--- src/rtl/tknm_pkg.sv ---
// Shared types and constants for the top-k nearest-candidate merge block.
`default_nettype none

package tknm_pkg;

   // Field widths of one candidate and one reported neighbour.
   localparam int DIST_W  = 32;
   localparam int LABEL_W = 64;
   localparam int RANK_W  = 5;
   localparam int COUNT_W = 6;

   // Neighbour count after reset.
   localparam logic [COUNT_W-1:0] COUNT_RESET = COUNT_W'(10);

   // One store entry as it travels between neighboring cells.
   typedef struct packed {
      logic               valid;
      logic [DIST_W-1:0]  distance;
      logic [LABEL_W-1:0] label;
   } tknm_entry_type;

   // Per-cycle command broadcast to every cell.
   typedef struct packed {
      logic insert;
      logic drain;
   } tknm_ctl_type;

   // True when pair (da, la) is strictly nearer than pair (db, lb).
   function automatic logic pair_less(input logic [DIST_W-1:0] da,
                                      input logic [LABEL_W-1:0] la,
                                      input logic [DIST_W-1:0] db,
                                      input logic [LABEL_W-1:0] lb);
      pair_less = (da < db) || ((da == db) && (la < lb));
   endfunction

endpackage

`default_nettype wire

--- src/rtl/tknm_cell.sv ---
// One cell of the sorted insertion chain: holds one entry and trades it with its neighbors.
`default_nettype none

module tknm_cell
   import tknm_pkg::*;
(
   input  wire logic               clock,
   input  wire logic               reset,
   input  wire tknm_ctl_type       ctl,
   input  wire logic               enable,
   input  wire logic [DIST_W-1:0]  cand_dist,
   input  wire logic [LABEL_W-1:0] cand_label,
   input  wire tknm_entry_type     prev_entry,
   input  wire logic               prev_less,
   input  wire tknm_entry_type     next_entry,
   output tknm_entry_type          entry,
   output logic                    less
);

   logic               valid_ff, valid_in;
   logic [DIST_W-1:0]  dist_ff, dist_in;
   logic [LABEL_W-1:0] label_ff, label_in;
   logic               live;

   // An entry beyond the current neighbour count no longer counts.
   assign live = valid_ff && enable;

   // The candidate goes in front of this entry, or into this empty cell.
   assign less = !live || pair_less(cand_dist, cand_label, dist_ff, label_ff);

   assign entry = '{valid: live, distance: dist_ff, label: label_ff};

   // Insert pushes entries one cell farther; drain pulls them one cell nearer.
   always_comb begin
      valid_in = valid_ff;
      dist_in  = dist_ff;
      label_in = label_ff;
      if (ctl.insert) begin
         if (!enable) begin
            valid_in = 1'b0;
         end else if (prev_less) begin
            valid_in = prev_entry.valid;
            dist_in  = prev_entry.distance;
            label_in = prev_entry.label;
         end else if (less) begin
            valid_in = 1'b1;
            dist_in  = cand_dist;
            label_in = cand_label;
         end else begin
            valid_in = live;
         end
      end else if (ctl.drain) begin
         valid_in = next_entry.valid;
         dist_in  = next_entry.distance;
         label_in = next_entry.label;
      end
   end

   always_ff @(posedge clock) begin
      if (reset) begin
         valid_ff <= 1'b0;
      end else begin
         valid_ff <= valid_in;
      end
      dist_ff  <= dist_in;
      label_ff <= label_in;
   end

endmodule

`default_nettype wire

--- config.mk ---
export PLATFORM = sky130hd
export DESIGN_NAME = tknm_cell
export DESIGN_NICKNAME = d
export VERILOG_FILES = /design/src/rtl/tknm_pkg.sv /design/src/rtl/tknm_cell.sv
export SDC_FILE = /design/constraint.sdc
export NUM_CORES = 1
export LEC_CHECK = 0
export ABC_AREA = 1
export ABC_CLOCK_PERIOD_IN_PS = 3700
export CELL_PAD_IN_SITES_DETAIL_PLACEMENT = 1
export CELL_PAD_IN_SITES_GLOBAL_PLACEMENT = 2
export CORE_UTILIZATION = 31
export DETAILED_ROUTE_END_ITERATION = 12
export DONT_BUFFER_PORTS = 1
export PLACE_DENSITY = 0.88
export SLEW_MARGIN = 20
export SYNTH_ARGS = -nofsm -noshare
export SYNTH_HDL_FRONTEND = slang
export SYNTH_SLANG_ARGS = --single-unit
--- constraint.sdc ---
create_clock -name clock -period 3.7 [get_ports clock]
set_input_delay 0.37 -clock clock [delete_from_list [all_inputs] [get_ports clock]]
set_output_delay 0.37 -clock clock [all_outputs]
set_load 0.02 [all_outputs]
==> run metrics, run 1 <==
Post-route DRC 0; Tmin final 3.02 ns; skew final 0.0165 ns; GPL Wtd Cong 0.771; Synth Net Count 1338; Max stage delay cell, worst path edfxtp_1; crit path cell chain inv_1, ha_1, nand4_1, nor2_1, nand4_1, nor2_1, nand3_1, nor3_2, nand2_1, nand3_1, nand2_1, clkinvlp_4, buf_12; largest net degree at the start of global routing 100; Fill cells 2912; cell type with the largest total area after synthesis edfxtp_1; Distinct cells, synth 26; final hold violation count 0; Die X 156 um; CTS root buf clkbuf_16; Crit path required time 3.69 ns; # hold bufs at CTS 0; Tot GR Track Use 19.8%; CP startpoint kind flop; Slew HR 49.4%; EDFF count, synth 96; DIE AREA 24400 um2; Setup Fix Bufs, Post-CTS 0; DR vias/cell 5.23; CTS tree built; clock power share 30.2%; layout overhead on the synthesized area 7.36%; Synth Cell Area 7370 um2; Async S/R FF share, synth 0%; Comb pwr share 18.5%; worst hold slack 0.0954 ns; layout cell share with drive strength beyond 1 2.81%; Routed Antenna Nets 0; Max clock buf depth 2; first-pass GRT wire length 36600 um; per-cell routed wire length 20.0 um; Bufs and invs on worst path 3; Worst-path clk slew 0.08 ns; fin area 7920 um2; critical path's top delay family simple AND/OR/NAND/NOR gates; Hold WC Path Type input port to flop; max incr delay on CP 0.51 ns; Sw Ratio 33.0%; CP Class flop to flop; leakage 0.00353 uW; htree depth 3; DP HPWL 19400 um; worst slew pin tran 0.759 ns; Tot Pwr 3020 uW; part of the power in registers 51.3%; Avg Synthesized Cell Area 7.79 um2; Max IR drop VDD 0.154 mV; Port Buffers 0; Post-Synthesis Cells 947; net switching power 996 uW; vias 6509; Initial Util 31.5%; most common cell in the netlist nand2_1; critical path capture point type flop; CTS Buf Count 9; Seq cells post-synth 97; Synth top cells by count nand2_1 (170), o21ai_0 (155), nor2_1 (126); antenna violations before repair 0; Skew-Pair Late Insertion Delay 0.35 ns; max_cap viols 0; status complete, no violations; pwr dens 381 nW/um2; final slew viol count 0; setup violators final 0; Chip Height 156 um; clock sinks 97; Yosys warnings 0; Resized Gates After CTS 0; dpl cell area 7650 um2; DR iter-0 viols 282; unrepaired setup endpoints after global routing no; Int Power 2020 uW; routed wire length 24900 um; ys flop type edfxtp_1; worst path arrival time 3.00 ns; FP Rows 56; Nets 1311; vias in the first global route 6584; Setup TNS 0 ns; period utilisation layout 81.5%; Yosys top cell area share 39.1%; ANT cells 0; synth top area cells edfxtp_1 (39%), ha_1 (16%), o21ai_0 (11%), nand2_1 (8.7%), nor2_1 (6.4%); CP Max Fanout 96; sequential area share after synthesis 39.4%; Floorplan Core Area 23400 um2; TritonRoute pass-1 iters 7; Boundary Pins 394; total gr overflow 0; f_max 0.332 GHz
per-stage QoR:
stage / setup WS, ns / util, % / std cells
3_5_place_dp: 0.603 / 32.7 / 1228
2_1_floorplan: 0.255 / - / 947
3_3_place_gp: 0.652 / 32.7 / 1228
5_1_grt: 0.304 / 33.8 / 1244
6_report: 0.684 / 33.8 / 1244
4_1_cts: 0.572 / 33.8 / 1244
state kept, by name, indices dropped and copies added (netlist names):
name,flops
dist_ff,32
label_ff,64
valid_ff,1
routing by layer:
layer  track usage, %  part of all wire (%)  vias to the layer above
li1                 -                     -                     3117
met1             22.5                    40                     3081
met2             35.0                    49                      277
met3             5.65                   8.6                       34
met4             7.14                   2.3                        0
met5                0                     0                        -
power groups by stage:
stage	Clock [uW]	Sequential (uW)	Combinational, uW
after global placement	0	1580	542
after floorplan	0	1540	443
after detailed placement	0	1580	569
after global routing	983	1560	661
final	913	1550	557
after CTS	955	1550	574
area by class of cell:
type	instances	area, um2	share of cell area [%]
clock inverter	6	42.5	0.537
inverter	126	479	6.05
multi-input combinational	681	3800	48.0
clock buffer	10	229	2.89
tap	319	399	5.04
sequential	97	2900	36.7
timing repair buffer	5	62.6	0.790
worst paths after layout:
check	from	cells past startpoint	slack, ns	end
worst max-delay path	dist_ff[29]	13	0.68	label_ff[62]
worst min-delay path	reset	1	0.1	valid_ff
worst max register to register	dist_ff[29]	13	0.68	label_ff[62]
worst min register to register	valid_ff	2	0.50	valid_ff
cells by family (layout without fill, tap and decap cells):
| group | after synthesis | in the layout | share of synthesized area [%] |
|---|---|---|---|
| AO/OA/AOI/OAI | 257 | 257 | 17.6 |
| adder cells (fa/ha/maj) | 95 | 95 | 16.1 |
| AND/OR/NAND/NOR | 329 | 329 | 17.8 |
| buffers and inverters | 169 | 147 | 9.08 |
| flip-flops | 97 | 97 | 39.4 |
placed cells by master, fill, tap and decap left out:
cell type	instances
buf_12	2
clkinv_1	3
nor3_2	2
inv_1	121
o21ai_1	50
nand3b_1	1
inv_2	1
nand4_1	8
buf_4	3
clkbuf_1	1
clkinv_2	2
nor3_1	7
o21bai_1	1
o21a_1	4
o21ai_0	155
and2b_1	1
ha_1	95
nor3b_1	1
nand3_1	11
a21oi_1	46
clkinv_4	2
clkbuf_16	9
inv_6	2
nor2_2	1
edfxtp_1	96
dfxtp_1	1
a21boi_1	1
nand2_1	170
nand4_2	1
clkinvlp_4	1
nor2_1	126
Power figures use the tool's default switching activity.
==> run 2, diff against run 1 <==
ABC_CLOCK_PERIOD_IN_PS = 3000   (was 3700)
CORE_AREA = 2 2 155 157   (was default)
CORE_UTILIZATION = default   (was 31)
DIE_AREA = 0 0 157 159   (was default)
PLACE_DENSITY = 0.86   (was 0.88)
clock period = 3 ns   (was 3.7 ns; I/O delays follow)
==> run metrics, run 2 (synthesis gave the netlist of run 1 again) <==
status complete, no violations (unchanged); Max stage delay cell, worst path edfxtp_1 (unchanged); f_max 0.361 GHz (was 0.332 GHz); Crit path required time 3.04 ns (was 3.69 ns); layout overhead on the synthesized area 15.6% (was 7.36%); CP startpoint kind flop (unchanged); clock sinks 97 (unchanged); net switching power 1250 uW (was 996 uW); DR iter-0 viols 305 (was 282); post-placement cell count 1301 (was 1228); dpl cell area 8210 um2 (was 7650 um2); GPL Wtd Cong 0.799 (was 0.771); Initial Util 31.8% (was 31.5%); Bufs and invs on worst path 3 (unchanged); Reg2Reg Depth 13 (unchanged); DP HPWL 20000 um (was 19400 um); CTS tree built (unchanged); CTS root buf clkbuf_16 (unchanged); TritonRoute pass-1 iters 4 (was 7); Nets 1386 (was 1311); Routed Antenna Nets 0 (unchanged); Setup TNS 0 ns (unchanged); Max clock buf depth 2 (unchanged); Crit path depth 13 (unchanged); max reg flops 64 (unchanged); max incr delay on CP 0.37 ns (was 0.51 ns); hold_sp next_entry[8] (was reset); ANT cells 0 (unchanged); period utilisation layout 92.2% (was 81.5%); Worst-path clk slew 0.08 ns (about the same); crit path cell chain inv_1, ha_1, nand4_1, nor2_2, nand4_1, nor2_2, nand3_1, nor3_2, nand2_1, nand3_1, nand2_1, clkinvlp_4, buf_12 (was inv_1, ha_1, nand4_1, nor2_1, nand4_1, nor2_1, nand3_1, nor3_2, nand2_1, nand3_1, nand2_1, clkinvlp_4, buf_12); worst reg2reg setup slack 0.23 ns (was 0.68 ns); unrepaired setup endpoints after global routing no (unchanged); Hold Crit Endpoint label_ff[8] (was valid_ff); Boundary Pins 394 (unchanged); FF-to-FF End dist_ff[13] (was label_ff[62]); layer with the highest usage met2 (unchanged); worst path arrival time 2.80 ns (was 3.00 ns); FP Rows 56 (unchanged); worst slew pin tran 0.643 ns (was 0.759 ns); setup violators final 0 (unchanged); M3 GR Usage 5.63% (was 5.65%); vias in the first global route 6776 (was 6584); CP Class flop to flop (unchanged); Floorplan Core Area 23200 um2 (was 23400 um2); Slew HR 57.1% (was 49.4%); Setup crit start dist_ff[31] (was dist_ff[29]); pwr dens 452 nW/um2 (was 381 nW/um2); Skew-Pair Late Insertion Delay 0.35 ns (about the same); Post-route DRC 0 (unchanged); final slew viol count 0 (unchanged); Die X 157 um (was 156 um); CP Max Fanout 34 (was 96); skew final 0.0161 ns (was 0.0165 ns); most frequent cells in the layout nand2_1 (170), o21ai_0 (155), nor2_1 (124) (was nand2_1 (170), o21ai_0 (155), nor2_1 (126)); per-cell routed wire length 19.2 um (was 20.0 um); commonest non-fill, non-tap cell in the layout nand2_1 (unchanged); critical path capture point type flop (unchanged); DIE AREA 25000 um2 (was 24400 um2); Comb pwr share 24.9% (was 18.5%); Int Power 2600 uW (was 2020 uW); Chip Height 159 um (was 156 um); critical path's top delay family simple AND/OR/NAND/NOR gates (unchanged); antenna violations before repair 0 (unchanged); Setup Fix Bufs, Post-CTS 0 (unchanged); fin cells 1319 (was 1244); met1 Use GR 23.3% (was 22.5%); Hold WC Path Type input port to flop (unchanged); layout cell share with drive strength beyond 1 10.2% (was 2.81%); DR vias/cell 5.03 (was 5.23); Hold Path Depth 2 (was 1); Tot GR Track Use 19.6% (was 19.8%); Biggest register label_ff (unchanged); clock power share 29.1% (was 30.2%); Largest regs label_ff: 64 flops, dist_ff: 32 flops, valid_ff: 1 flops (unchanged); R2R Path Start dist_ff[31] (was dist_ff[29]); max_cap viols 0 (unchanged); Max IR drop VDD 0.237 mV (was 0.154 mV); leakage 0.00391 uW (was 0.00353 uW); M2 GR Usage 34.8% (was 35.0%); Tmin final 2.77 ns (was 3.02 ns); htree depth 3 (unchanged); CTS Buf Count 9 (unchanged); fin area 8520 um2 (was 7920 um2); Port Buffers 0 (unchanged); Sw Ratio 32.4% (was 33.0%); largest net degree at the start of global routing 100 (unchanged); final hold violation count 0 (unchanged); total gr overflow 0 (unchanged); vias 6640 (was 6509); part of the power in registers 45.9% (was 51.3%); routed wire length 25400 um (was 24900 um); first-pass GRT wire length 38000 um (was 36600 um)
[run 2: worst max path at each step]
stage                   end  slack [ns]
2_1_floorplan    dist_ff[0]       -0.45
3_3_place_gp   label_ff[25]        0.13
3_5_place_dp   label_ff[28]        0.08
4_1_cts                less        0.03
5_1_grt        label_ff[33]       0.008
6_report        dist_ff[13]        0.23
[run 2: worst reg2reg max path, stage by stage, from the launching register on]
cell	delay [ns]
edfxtp_1	0.37
inv_1	0.06
ha_1	0.31
nand4_1	0.17
nor2_2	0.18
nand4_1	0.16
nor2_2	0.21
nand3_1	0.17
nor3_2	0.14
nand2_1	0.09
nand3_1	0.07
nand2_1	0.08
clkinvlp_4	0.19
buf_12	0.23
[run 2: what timing repair did]
item                                    in CTS  in global routing
hold buffers                                 1                  0
endpoints found under the setup margin       0                 97
hold endpoints to repair                     1                  0
resized for setup                            0                  3
[run 2: power by group through the flow]
stage	Clock (uW)	Sequential (uW)	Combinational, uW
after floorplan	0	1900	547
after global placement	0	1800	943
after detailed placement	0	1800	966
after CTS	1170	1770	973
after global routing	1220	1790	1100
final	1120	1770	960
[run 2: per-stage QoR]
stage	util (%)	total power, uW	setup slack (ns)	hold WS (ns)
6_report	36.7	3850	0.233	0.140
5_1_grt	36.7	4100	0.00758	0.125
4_1_cts	36.6	3910	0.0268	0.122
3_5_place_dp	35.4	2770	0.0801	0.376
3_3_place_gp	35.4	2740	0.130	0.374
2_1_floorplan	-	2450	-0.445	0.372
[run 2: layout make-up]
| type | instances | area [um2] |
|---|---|---|
| Tap cell | 319 | 399 |
| Sequential cell | 97 | 2900 |
| Fill cell | 2864 | 14700 |
| Timing Repair Buffer | 80 | 662 |
| Multi-Input combinational cell | 681 | 3810 |
| Clock buffer | 10 | 229 |
| Inverter | 126 | 479 |
| Clock inverter | 6 | 42.5 |
[run 2: metal layers]
layer	routed length, um	vias up
met5	0	-
li1	-	3268
met2	12700	253
met1	10300	3097
met3	2010	22
met4	342	0
